**src/rtl/core/bqnx_pkg.sv**
```systemverilog
// Shared types, constants and saturation helpers for the biquad notch with crossfade.
// Used by the controller, the datapath, the divider and the top level.
package bqnx_pkg;

	localparam int SAMPLE_W  = 16;
	localparam int COEF_W    = 24;
	localparam int COEF_FRAC = 20;
	localparam int W_FRAC    = 8;
	localparam int STATE_W   = 32;
	localparam int LEN_W     = 9;
	localparam int MAX_FRAME = 480;
	localparam int MODE_W    = 2;

	localparam int PROD_W = COEF_W + STATE_W;
	localparam int ACC_W  = PROD_W + 2;
	localparam int Q_W    = STATE_W + 1;

	// |num*f + (den-num)*dry| stays below MAX_FRAME * 2^31
	localparam int DIV_W      = 40;
	localparam int DIV_STEP   = 4;
	localparam int DIV_ITERS  = DIV_W / DIV_STEP;
	localparam int DIV_CNT_W  = $clog2(DIV_ITERS);

	localparam int CFG_IDX_W  = 3;
	localparam int CFG_DATA_W = 24;

	localparam logic [CFG_IDX_W-1:0] REG_B0  = 3'd0;
	localparam logic [CFG_IDX_W-1:0] REG_B1  = 3'd1;
	localparam logic [CFG_IDX_W-1:0] REG_B2  = 3'd2;
	localparam logic [CFG_IDX_W-1:0] REG_A1  = 3'd3;
	localparam logic [CFG_IDX_W-1:0] REG_A2  = 3'd4;
	localparam logic [CFG_IDX_W-1:0] REG_LEN = 3'd5;

	localparam logic [MODE_W-1:0] FADE_PLAIN = 2'd0;
	localparam logic [MODE_W-1:0] FADE_OUT   = 2'd1;
	localparam logic [MODE_W-1:0] FADE_IN    = 2'd2;

	localparam logic signed [COEF_W-1:0] COEF_ONE = COEF_W'(1 << COEF_FRAC);
	localparam logic [LEN_W-1:0]         LEN_RST  = LEN_W'(MAX_FRAME);

	// multiplier operand pairs
	localparam logic [2:0] MUL_A1W1 = 3'd0;
	localparam logic [2:0] MUL_A2W2 = 3'd1;
	localparam logic [2:0] MUL_B1W1 = 3'd2;
	localparam logic [2:0] MUL_B2W2 = 3'd3;
	localparam logic [2:0] MUL_B0W  = 3'd4;
	localparam logic [2:0] MUL_DRY  = 3'd5;
	localparam logic [2:0] MUL_NUMF = 3'd6;

	// accumulator operations
	localparam logic [2:0] ACC_HOLD    = 3'd0;
	localparam logic [2:0] ACC_LD_X    = 3'd1;
	localparam logic [2:0] ACC_LD_RND  = 3'd2;
	localparam logic [2:0] ACC_LD_ZERO = 3'd3;
	localparam logic [2:0] ACC_ADD     = 3'd4;
	localparam logic [2:0] ACC_SUB     = 3'd5;

	typedef struct packed {
		logic       ld_in;
		logic [2:0] mul_sel;
		logic [2:0] acc_op;
		logic       ld_w;
		logic       ld_f;
		logic       div_start;
		logic       out_load;
	} dp_cmd_t;

	typedef struct packed {
		logic bypass;
		logic blend;
		logic div_done;
	} dp_sts_t;

	// Round-shifted accumulator (rounding constant already added) to signed 32 bit.
	function automatic logic signed [STATE_W-1:0] sat_acc(input logic signed [ACC_W-1:0] a);
		logic signed [ACC_W-1:0] sh;
		logic                    fits;
		sh = a >>> COEF_FRAC;
		fits = (&sh[ACC_W-1:STATE_W-1]) | (~|sh[ACC_W-1:STATE_W-1]);
		if (fits)
			return sh[STATE_W-1:0];
		else if (sh[ACC_W-1])
			return {1'b1, {(STATE_W-1){1'b0}}};
		else
			return {1'b0, {(STATE_W-1){1'b1}}};
	endfunction

	// Round away the W fraction bits and clamp to the sample range.
	function automatic logic signed [SAMPLE_W-1:0] sat_out(input logic signed [Q_W-1:0] q);
		logic signed [Q_W:0] sum;
		logic signed [Q_W:0] sh;
		logic                fits;
		sum = {q[Q_W-1], q} + (Q_W+1)'(1 << (W_FRAC-1));
		sh = sum >>> W_FRAC;
		fits = (&sh[Q_W:SAMPLE_W-1]) | (~|sh[Q_W:SAMPLE_W-1]);
		if (fits)
			return sh[SAMPLE_W-1:0];
		else if (sh[Q_W])
			return {1'b1, {(SAMPLE_W-1){1'b0}}};
		else
			return {1'b0, {(SAMPLE_W-1){1'b1}}};
	endfunction

endpackage

```
**src/rtl/core/bqnx_div.sv**
```systemverilog
// Iterative unsigned restoring divider, DIV_STEP quotient bits per cycle,
// with sign applied at the end (truncation toward zero). Depends on bqnx_pkg.
module bqnx_div (
	input  logic                          clk,
	input  logic                          arst_n,
	input  logic                          start,
	input  logic                          neg,
	input  logic [bqnx_pkg::DIV_W-1:0]    dividend,
	input  logic [bqnx_pkg::LEN_W-1:0]    divisor,
	output logic                          done,
	output logic signed [bqnx_pkg::Q_W-1:0] quotient
);
	import bqnx_pkg::*;

	logic                 busy_q;
	logic                 done_q;
	logic [DIV_CNT_W-1:0] cnt_q;
	logic [DIV_W-1:0]     dvd_q;
	logic [LEN_W-1:0]     rem_q;
	logic [LEN_W-1:0]     den_q;
	logic                 neg_q;
	logic [DIV_W-1:0]     dvd_d;
	logic [LEN_W-1:0]     rem_d;

	always_comb begin
		logic [LEN_W:0] trial;
		dvd_d = dvd_q;
		rem_d = rem_q;
		for (int k = 0; k < DIV_STEP; k++) begin
			trial = {rem_d, dvd_d[DIV_W-1]};
			dvd_d = {dvd_d[DIV_W-2:0], 1'b0};
			if (trial >= {1'b0, den_q}) begin
				rem_d    = LEN_W'(trial - {1'b0, den_q});
				dvd_d[0] = 1'b1;
			end else begin
				rem_d = trial[LEN_W-1:0];
			end
		end
	end

	always_ff @(posedge clk or negedge arst_n) begin
		if (!arst_n) begin
			busy_q <= 1'b0;
			done_q <= 1'b0;
			cnt_q  <= '0;
		end else begin
			done_q <= !start && busy_q && (cnt_q == DIV_CNT_W'(DIV_ITERS - 1));
			if (start) begin
				busy_q <= 1'b1;
				cnt_q  <= '0;
			end else if (busy_q) begin
				cnt_q <= cnt_q + 1'b1;
				if (cnt_q == DIV_CNT_W'(DIV_ITERS - 1))
					busy_q <= 1'b0;
			end
		end
	end

	always_ff @(posedge clk) begin
		if (start) begin
			dvd_q <= dividend;
			rem_q <= '0;
			den_q <= divisor;
			neg_q <= neg;
		end else if (busy_q) begin
			dvd_q <= dvd_d;
			rem_q <= rem_d;
		end
	end

	assign done     = done_q;
	assign quotient = neg_q ? -Q_W'(dvd_q) : Q_W'(dvd_q);

endmodule

```
**src/rtl/core/bqnx_datapath.sv**
```systemverilog
// Datapath: coefficient registers, delay line, frame counter, shared 24x32
// multiplier with accumulator, blend divider and output register. Depends on bqnx_pkg, bqnx_div.
module bqnx_datapath (
	input  logic                                clk,
	input  logic                                arst_n,
	input  bqnx_pkg::dp_cmd_t                   cmd,
	output bqnx_pkg::dp_sts_t                   sts,
	input  logic                                cfg_wr,
	input  logic [bqnx_pkg::CFG_IDX_W-1:0]      cfg_index,
	input  logic [bqnx_pkg::CFG_DATA_W-1:0]     cfg_data,
	input  logic signed [bqnx_pkg::SAMPLE_W-1:0] sample_in,
	input  logic [bqnx_pkg::MODE_W-1:0]         fade_mode,
	output logic signed [bqnx_pkg::SAMPLE_W-1:0] sample_out,
	output logic                                frame_end
);
	import bqnx_pkg::*;

	logic signed [COEF_W-1:0]  b0_q, b1_q, b2_q, a1_q, a2_q;
	logic [LEN_W-1:0]          frame_len_q;
	logic signed [STATE_W-1:0] delay_one_q, delay_two_q;
	logic [LEN_W-1:0]          frame_pos_q;

	logic signed [SAMPLE_W-1:0] x_q;
	logic                       blend_q, bypass_q, end_q;
	logic [LEN_W-1:0]           pos_q, num_q, dnum_q, den_q;
	logic signed [STATE_W-1:0]  w_q, f_q;
	logic signed [PROD_W-1:0]   prod_q;
	logic signed [ACC_W-1:0]    acc_q;
	logic signed [SAMPLE_W-1:0] sample_out_q;
	logic                       frame_end_q;

	logic                      bad_len;
	logic [LEN_W-1:0]          pos_eff, half, num_d, den_d;
	logic signed [COEF_W-1:0]  mul_a;
	logic signed [STATE_W-1:0] mul_b;
	logic                      p_neg;
	logic signed [ACC_W-1:0]   p_mag;
	logic                      div_done;
	logic signed [Q_W-1:0]     div_q;
	logic signed [Q_W-1:0]     q_sel;

	// configuration registers
	always_ff @(posedge clk or negedge arst_n) begin
		if (!arst_n) begin
			b0_q        <= COEF_ONE;
			b1_q        <= '0;
			b2_q        <= '0;
			a1_q        <= '0;
			a2_q        <= '0;
			frame_len_q <= LEN_RST;
		end else if (cfg_wr) begin
			case (cfg_index)
				REG_B0:  b0_q        <= cfg_data;
				REG_B1:  b1_q        <= cfg_data;
				REG_B2:  b2_q        <= cfg_data;
				REG_A1:  a1_q        <= cfg_data;
				REG_A2:  a2_q        <= cfg_data;
				REG_LEN: frame_len_q <= cfg_data[LEN_W-1:0];
				default: ;
			endcase
		end
	end

	// frame position and fade weights for the incoming sample
	always_comb begin
		bad_len = (frame_len_q == '0) || (frame_len_q > LEN_W'(MAX_FRAME));
		pos_eff = (frame_pos_q >= frame_len_q) ? '0 : frame_pos_q;
		half    = frame_len_q >> 1;
		if (fade_mode == FADE_OUT) begin
			den_d = frame_len_q;
			num_d = frame_len_q - pos_eff;
		end else begin
			den_d = frame_len_q - half;
			num_d = (pos_eff > half) ? pos_eff - half : '0;
		end
	end

	always_ff @(posedge clk or negedge arst_n) begin
		if (!arst_n) begin
			bypass_q <= 1'b0;
			blend_q  <= 1'b0;
		end else if (cmd.ld_in) begin
			bypass_q <= bad_len;
			blend_q  <= (fade_mode == FADE_OUT) || (fade_mode == FADE_IN);
		end
	end

	always_ff @(posedge clk) begin
		if (cmd.ld_in) begin
			x_q    <= sample_in;
			pos_q  <= pos_eff;
			end_q  <= (pos_eff == frame_len_q - 1'b1);
			num_q  <= num_d;
			den_q  <= den_d;
			dnum_q <= den_d - num_d;
		end
	end

	// shared multiplier operands
	always_comb begin
		case (cmd.mul_sel)
			MUL_A1W1: begin mul_a = a1_q; mul_b = delay_one_q; end
			MUL_A2W2: begin mul_a = a2_q; mul_b = delay_two_q; end
			MUL_B1W1: begin mul_a = b1_q; mul_b = delay_one_q; end
			MUL_B2W2: begin mul_a = b2_q; mul_b = delay_two_q; end
			MUL_B0W:  begin mul_a = b0_q; mul_b = w_q; end
			MUL_DRY: begin
				mul_a = COEF_W'(dnum_q);
				mul_b = {{(STATE_W-SAMPLE_W-W_FRAC){x_q[SAMPLE_W-1]}}, x_q, {W_FRAC{1'b0}}};
			end
			MUL_NUMF: begin mul_a = COEF_W'(num_q); mul_b = f_q; end
			default:  begin mul_a = '0; mul_b = '0; end
		endcase
	end

	always_ff @(posedge clk) begin
		prod_q <= mul_a * mul_b;
		case (cmd.acc_op)
			ACC_LD_X: acc_q <= {{(ACC_W-SAMPLE_W-COEF_FRAC-W_FRAC){x_q[SAMPLE_W-1]}}, x_q,
				{(COEF_FRAC+W_FRAC){1'b0}}} + ACC_W'(1 << (COEF_FRAC-1));
			ACC_LD_RND:  acc_q <= ACC_W'(1 << (COEF_FRAC-1));
			ACC_LD_ZERO: acc_q <= '0;
			ACC_ADD:     acc_q <= acc_q + ACC_W'(prod_q);
			ACC_SUB:     acc_q <= acc_q - ACC_W'(prod_q);
			default:     acc_q <= acc_q;
		endcase
		if (cmd.ld_w)
			w_q <= sat_acc(acc_q);
		if (cmd.ld_f)
			f_q <= sat_acc(acc_q);
	end

	// blend quotient: magnitude division, sign restored after
	assign p_neg = acc_q[ACC_W-1];
	assign p_mag = p_neg ? -acc_q : acc_q;

	bqnx_div u_div (
		.clk      (clk),
		.arst_n   (arst_n),
		.start    (cmd.div_start),
		.neg      (p_neg),
		.dividend (p_mag[DIV_W-1:0]),
		.divisor  (den_q),
		.done     (div_done),
		.quotient (div_q)
	);

	assign q_sel = blend_q ? div_q : {f_q[STATE_W-1], f_q};

	// commit delay line and frame position with the result
	always_ff @(posedge clk or negedge arst_n) begin
		if (!arst_n) begin
			delay_one_q <= '0;
			delay_two_q <= '0;
			frame_pos_q <= '0;
		end else if (cmd.out_load && !bypass_q) begin
			delay_two_q <= delay_one_q;
			delay_one_q <= w_q;
			frame_pos_q <= end_q ? '0 : pos_q + 1'b1;
		end
	end

	always_ff @(posedge clk) begin
		if (cmd.out_load) begin
			sample_out_q <= bypass_q ? x_q : sat_out(q_sel);
			frame_end_q  <= !bypass_q && end_q;
		end
	end

	assign sts.bypass   = bypass_q;
	assign sts.blend    = blend_q;
	assign sts.div_done = div_done;
	assign sample_out   = sample_out_q;
	assign frame_end    = frame_end_q;

endmodule

```
**src/rtl/core/bqnx_ctrl.sv**
```systemverilog
// Controller: sequences the multiply-accumulate program, the blend division
// and the output handshake. Depends on bqnx_pkg.
module bqnx_ctrl (
	input  logic              clk,
	input  logic              arst_n,
	input  logic              in_valid,
	output logic              in_ready,
	output logic              out_valid,
	input  logic              out_ready,
	output bqnx_pkg::dp_cmd_t cmd,
	input  bqnx_pkg::dp_sts_t sts
);
	import bqnx_pkg::*;

	localparam logic [3:0] ST_IDLE = 4'd0;
	localparam logic [3:0] ST_FB0  = 4'd1;
	localparam logic [3:0] ST_FB1  = 4'd2;
	localparam logic [3:0] ST_FB2  = 4'd3;
	localparam logic [3:0] ST_FF0  = 4'd4;
	localparam logic [3:0] ST_FF1  = 4'd5;
	localparam logic [3:0] ST_FF2  = 4'd6;
	localparam logic [3:0] ST_FF3  = 4'd7;
	localparam logic [3:0] ST_BL0  = 4'd8;
	localparam logic [3:0] ST_BL1  = 4'd9;
	localparam logic [3:0] ST_BL2  = 4'd10;
	localparam logic [3:0] ST_DIVS = 4'd11;
	localparam logic [3:0] ST_DIV  = 4'd12;
	localparam logic [3:0] ST_OUT  = 4'd13;

	logic [3:0] state_q, state_d;
	logic       out_valid_q;

	always_comb begin
		state_d = state_q;
		cmd     = '0;
		case (state_q)
			ST_IDLE: begin
				if (in_valid) begin
					cmd.ld_in = 1'b1;
					state_d   = ST_FB0;
				end
			end
			// feedback: w = x - a1*w1 - a2*w2
			ST_FB0: begin
				cmd.acc_op  = ACC_LD_X;
				cmd.mul_sel = MUL_A1W1;
				state_d     = sts.bypass ? ST_OUT : ST_FB1;
			end
			ST_FB1: begin
				cmd.acc_op  = ACC_SUB;
				cmd.mul_sel = MUL_A2W2;
				state_d     = ST_FB2;
			end
			ST_FB2: begin
				cmd.acc_op = ACC_SUB;
				state_d    = ST_FF0;
			end
			// feedforward: f = b0*w + b1*w1 + b2*w2
			ST_FF0: begin
				cmd.ld_w    = 1'b1;
				cmd.acc_op  = ACC_LD_RND;
				cmd.mul_sel = MUL_B1W1;
				state_d     = ST_FF1;
			end
			ST_FF1: begin
				cmd.acc_op  = ACC_ADD;
				cmd.mul_sel = MUL_B2W2;
				state_d     = ST_FF2;
			end
			ST_FF2: begin
				cmd.acc_op  = ACC_ADD;
				cmd.mul_sel = MUL_B0W;
				state_d     = ST_FF3;
			end
			ST_FF3: begin
				cmd.acc_op = ACC_ADD;
				state_d    = ST_BL0;
			end
			ST_BL0: begin
				cmd.ld_f = 1'b1;
				if (sts.blend) begin
					cmd.acc_op  = ACC_LD_ZERO;
					cmd.mul_sel = MUL_DRY;
					state_d     = ST_BL1;
				end else begin
					state_d = ST_OUT;
				end
			end
			ST_BL1: begin
				cmd.acc_op  = ACC_ADD;
				cmd.mul_sel = MUL_NUMF;
				state_d     = ST_BL2;
			end
			ST_BL2: begin
				cmd.acc_op = ACC_ADD;
				state_d    = ST_DIVS;
			end
			ST_DIVS: begin
				cmd.div_start = 1'b1;
				state_d       = ST_DIV;
			end
			ST_DIV: begin
				if (sts.div_done)
					state_d = ST_OUT;
			end
			ST_OUT: begin
				// hold until the output register is free
				if (!out_valid_q || out_ready) begin
					cmd.out_load = 1'b1;
					state_d      = ST_IDLE;
				end
			end
			default: state_d = ST_IDLE;
		endcase
	end

	always_ff @(posedge clk or negedge arst_n) begin
		if (!arst_n) begin
			state_q     <= ST_IDLE;
			out_valid_q <= 1'b0;
		end else begin
			state_q <= state_d;
			if (cmd.out_load)
				out_valid_q <= 1'b1;
			else if (out_ready)
				out_valid_q <= 1'b0;
		end
	end

	assign in_ready  = (state_q == ST_IDLE);
	assign out_valid = out_valid_q;

	a_done_in_div: assert property (@(posedge clk) disable iff (!arst_n)
		sts.div_done |-> state_q == ST_DIV)
		else $error("divider finished outside the wait state");

	a_accept_leaves_idle: assert property (@(posedge clk) disable iff (!arst_n)
		in_valid && in_ready |=> state_q == ST_FB0)
		else $error("accepted transfer did not start the program");

	a_no_overwrite: assert property (@(posedge clk) disable iff (!arst_n)
		cmd.out_load |-> !out_valid_q || out_ready)
		else $error("output register overwritten before transfer");

endmodule

```
**src/rtl/core/biquad_notch_with_crossfade.sv**
```systemverilog
// Top level of the direct-form-II biquad notch with frame crossfade.
// Depends on bqnx_pkg, bqnx_ctrl, bqnx_datapath (which holds bqnx_div).
//
// One sample is processed at a time. After the input transfer a plain-filter
// sample runs the filter program; a fade-out or fade-in sample also runs the
// blend and the division, and a pass-through sample (frame length 0 or above
// 480) skips both. The single shared 24x32 multiplier forms the five filter
// products one per cycle, and the blend divider produces four quotient bits
// per cycle. The result sits in an output register, so the next sample is
// accepted while it waits; a new result is held back only if the previous
// one is still there.
// Configuration writes are always taken and must be issued while idle.
module biquad_notch_with_crossfade (
	input  logic                                 clk,
	input  logic                                 arst_n,
	input  logic                                 in_valid,
	output logic                                 in_ready,
	input  logic signed [bqnx_pkg::SAMPLE_W-1:0] sample_in,
	input  logic [bqnx_pkg::MODE_W-1:0]          fade_mode,
	output logic                                 out_valid,
	input  logic                                 out_ready,
	output logic signed [bqnx_pkg::SAMPLE_W-1:0] sample_out,
	output logic                                 frame_end,
	input  logic                                 cfg_valid,
	output logic                                 cfg_ready,
	input  logic [bqnx_pkg::CFG_IDX_W-1:0]       cfg_index,
	input  logic [bqnx_pkg::CFG_DATA_W-1:0]      cfg_data
);
	import bqnx_pkg::*;

	dp_cmd_t cmd;
	dp_sts_t sts;

	assign cfg_ready = 1'b1;

	bqnx_ctrl u_ctrl (
		.clk       (clk),
		.arst_n    (arst_n),
		.in_valid  (in_valid),
		.in_ready  (in_ready),
		.out_valid (out_valid),
		.out_ready (out_ready),
		.cmd       (cmd),
		.sts       (sts)
	);

	bqnx_datapath u_dp (
		.clk        (clk),
		.arst_n     (arst_n),
		.cmd        (cmd),
		.sts        (sts),
		.cfg_wr     (cfg_valid && cfg_ready),
		.cfg_index  (cfg_index),
		.cfg_data   (cfg_data),
		.sample_in  (sample_in),
		.fade_mode  (fade_mode),
		.sample_out (sample_out),
		.frame_end  (frame_end)
	);

endmodule

```
**config.mk**
```make
export PLATFORM = sky130hd
export DESIGN_NAME = biquad_notch_with_crossfade
export DESIGN_NICKNAME = d
export VERILOG_FILES = /design/src/rtl/core/bqnx_pkg.sv /design/src/rtl/core/bqnx_div.sv /design/src/rtl/core/bqnx_datapath.sv /design/src/rtl/core/bqnx_ctrl.sv /design/src/rtl/core/biquad_notch_with_crossfade.sv
export SDC_FILE = /design/constraint.sdc
export NUM_CORES = 2
export LEC_CHECK = 0
export BUFFER_PORTS_ARGS = -buffer_cell sky130_fd_sc_hd__buf_2
export CORE_ASPECT_RATIO = 0.75
export CORE_MARGIN = 3
export CORE_UTILIZATION = 35
export CTS_CLUSTER_SIZE = 8
export DETAILED_ROUTE_END_ITERATION = 12
export PLACE_DENSITY_LB_ADDON = 0.15
export SYNTH_ARGS = -nofsm -noshare
export SYNTH_HDL_FRONTEND = slang
export SYNTH_SLANG_ARGS = --single-unit
```
**constraint.sdc**
```tcl
create_clock -name clk -period 17.6 [get_ports clk]
set_input_delay 2.64 -clock clk [delete_from_list [all_inputs] [get_ports clk]]
set_output_delay 2.64 -clock clk [all_outputs]
set_load 0.05 [all_outputs]
```
==> summary.md <==
| Metric | Value |
|---|---|
| Port bufs | `68` |
| Mapped Cells | `6153` |
| Post-Synth Simple-Gate Area | `0.141` |
| Final Critical Period | `11.42 ns` |
| Status | `finished, final reports clean` |
| Crit Path Max Fanout | `18` |
| Final ANT Viol Nets | `0` |
| Max Clk Rate | `0.0876 GHz` |
| Total nets after synthesis | `7298` |
| Largest family of logic cells by synthesized area | `adder cells` |
| Clock root buffer | `clkbuf_16` |
| Max-cap violations | `0` |
| TritonCTS buffer count | `75` |
| Critical Path RT | `18.18 ns` |
| Residual DRC | `0` |
| Placer Congestion | `0.879` |
| Register bit total from synthesis | `522` |
| Layout Utilization | `0.385` |
| Critical path type | `register to register` |
| Vias in the first global route | `44100` |
| Ys Warns | `0` |
| Skew final | `0.0377 ns` |
| Die width | `474 um` |
| Yosys cell types | `99` |
| Post-CTS Resized | `0` |
| R2R depth | `38` |
| Worst flop-to-flop path endpoint | `u_dp.u_div.rem_q[0]` |
| Unrepaired setup endpoints after global routing | `no` |
| DR vias/cell | `5.23` |
| Crit path from | `u_dp.u_div.den_q[0]` |
| Hold WC Path Type | `register to register` |
| Height of the die | `357 um` |
| Synthesized area | `57400 um^2` |
| Nets | `7271` |
| Grt ovf | `0` |
| Sequential share of the synthesized area | `0.243` |
| Via count | `43600` |
| Dominant synthesized flop cell | `edfxtp_1` |
| Mean Syn Cell Area | `9.33 um^2` |
| Initial DRT Pass Iterations | `9` |
| Core ar. | `163000 um^2` |
| WL final | `188000 um` |
| DR iter-0 viols | `3419` |
| Post-CTS Hold Buffers | `0` |
| Row count | `128` |
| Asr flop ratio synth | `0.412` |
| Max-slew violations | `0` |
| Crit. End Element | `register` |
| Crit-path max cell delay | `0.92 ns` |
| CTS tree | `done` |
| # setup viols final | `0` |
| Initial core utilization | `0.353` |
| R2r setup slk | `6.18 ns` |
| GRT Overall Usage | `0.227` |
| TritonCTS Sinks | `522` |
| Share of layout cells above drive strength 1 | `0.0818` |
| Post-DR wirelength/cell | `22.6 um` |
| Worst Tran Pin Value | `1.33 ns` |
| Mux share of post-synthesis cell area | `0.0315` |
| Relative slew slack | `0.100` |
| Global-route wire length before repair | `290000 um` |
| Sum Neg Setup Slack | `0 ns` |
| Register clock-pin slew on the reported worst setup and hold paths | `0.05 ns` |
| RR Startpoint | `u_dp.u_div.den_q[0]` |
| Hold path startpoint | `u_dp.den_q[6]` |
| Adder-cell share of the synthesized area | `0.342` |
| Post-synthesis compound-gate area fraction | `0.111` |
| Initial antenna violation count | `10` |
| CP startpoint kind | `register` |
| HPWL Detailed | `148000 um` |
| Post-synth EDFFs | `242` |
| Final hold viol count | `0` |
| Layout Area Growth over Synthesis | `9.15%` |
| Final period utilization | `0.649` |
| Clock Tree Buf Depth | `3` |
| Ports | `70` |
| Die area | `169000 um^2` |
| Clk_lat worst skew | `0.68 ns` |
| CTS HTree Levels | `3` |
| Synth Area in XOR/XNOR | `0.0474` |
| CP arrival | `12.00 ns` |
| Largest net degree at the start of global routing | `103` |
| Post-CTS Setup Inserts | `0` |
| CP endpoint | `u_dp.u_div.rem_q[0]` |
| Slowest cell on crit path | `a311oi_2` |
-- kinds of logic (layout without fill, tap and decap cells) --
group,Yosys count,count (layout)
adders and majority gates,1095,1095
buffers and inverters,1264,1299
AOI/OAI and AO/OA,942,942
muxes,163,163
DFF,522,522
xor gates and xnor gates,311,311
and+or+nand+nor,1855,1855
other,1,2
-- worst max-delay path, delay by kind of cell (launching register included) --
kind	cells	cell delay, ns
adder cells (fa/ha/maj)	5	1.80
AND/OR/NAND/NOR	7	0.86
AO/OA/AOI/OAI	22	7.01
flip-flops	1	0.43
multiplexers	3	1.19
buffers and inverters	1	0.06
-- final cells by class --
cell class / instances / area (um^2)
Antenna cell: 1 / 2.50
Clock buffer: 131 / 2090
Clock inverter: 8 / 209
Fill cell: 16400 / 100000
Inverter: 976 / 3660
Multi-Input combinational cell: 4367 / 38800
Sequential cell: 522 / 14000
Tap cell: 2145 / 2680
Timing Repair Buffer: 184 / 1220
-- stage by stage --
stage	std cells	worst slack [ns]	instance area [um^2]	hold slack [ns]
6_report	8334	6.18	62700	0.422
4_1_cts	8333	6.44	62700	0.420
3_3_place_gp	8192	6.65	60400	0.406
5_1_grt	8333	5.47	62700	0.431
3_5_place_dp	8194	6.53	60400	0.407
2_1_floorplan	6153	8.07	57400	0.400
-- layout by cell type (no fill, tap or decap), drive strengths merged, types with 65 or more instances in the layout --
cell type	instances
a21oi	206
o21ai	202
inv	977
buf	184
fa	792
dfrtp	210
xnor2	162
mux2	143
clkbuf	131
edfxtp	242
ha	303
nand2	1003
a21o	135
dfxtp	65
nand3	65
xor2	149
nor2	434
-- worst min path at each step --
stage / to / slack, ns / cells after the start
floorplan: u_dp.u_div.den_q[0] / 0.40 / 0
global placement: u_dp.u_div.den_q[6] / 0.41 / 0
detailed placement: u_dp.u_div.den_q[6] / 0.41 / 0
CTS: u_dp.u_div.den_q[6] / 0.42 / 0
global route: u_dp.u_div.den_q[6] / 0.43 / 0
finish: u_dp.u_div.den_q[6] / 0.42 / 0
-- flip-flops by register name, indices dropped and copies added, names as in the netlist, 4 cells and up --
name              count
u_dp.acc_q           58
u_dp.f_q             32
u_dp.dnum_q           9
u_dp.delay_one_q     32
u_dp.b1_q            24
u_dp.delay_two_q     32
u_dp.frame_len_q      9
u_dp.pos_q            9
u_dp.u_div.dvd_q     40
u_dp.x_q             16
u_ctrl.state_q        4
u_dp.b2_q            24
u_dp.sample_out      16
u_dp.u_div.rem_q      9
u_dp.a1_q            24
u_dp.w_q             32
u_dp.frame_pos_q      9
u_dp.a2_q            24
u_dp.den_q            9
u_dp.u_div.den_q      9
u_dp.num_q            9
u_dp.b0_q            24
u_dp.u_div.cnt_q      4
u_dp.prod_q          56
-- synthesized netlist by cell type, drive strengths merged, types with 8 or more instances --
master | n | area [um^2]
a211o | 9 | 78.8
o41ai | 12 | 113
xnor2 | 162 | 1420
or3 | 31 | 194
inv | 975 | 3660
dfrtp | 210 | 5260
o31ai | 36 | 289
a221oi | 36 | 372
a22o | 11 | 96.3
or4 | 17 | 135
buf | 24 | 114
nand2 | 1003 | 3760
and4 | 11 | 96.3
nor2b | 30 | 188
nor3b | 10 | 75.1
fa | 792 | 15900
nand4 | 45 | 297
nor2 | 434 | 1630
nor4b | 8 | 76.3
a222oi | 22 | 220
a21o | 135 | 1010
xor2 | 149 | 1310
nand3 | 65 | 335
nor3 | 41 | 220
and2 | 30 | 190
edfxtp | 242 | 7270
a211oi | 25 | 188
a31oi | 34 | 213
nor4 | 24 | 190
and3 | 22 | 138
clkbuf | 264 | 991
mux2i | 20 | 200
nand2b | 41 | 257
a21boi | 9 | 67.6
o21a | 42 | 315
a221o | 24 | 240
o21bai | 23 | 173
dfxtp | 65 | 1300
a22oi | 53 | 403
a21oi | 206 | 1030
o21ai | 202 | 1010
mux2 | 143 | 1610
or2 | 24 | 150
ha | 303 | 3790
-- layer usage --
metal | GRT usage | wire length [um] | vias to the layer above
met1 | 0.358 | 94800 | 22300
met2 | 0.323 | 77200 | 1248
li1 | - | - | 19900
met4 | 0.0289 | 2220 | 10
met3 | 0.0465 | 13900 | 164
met5 | 0 | 75 | -
Power is not shown: default switching activity piles up to over one toggle a cycle in this logic, so the estimate is an artifact.
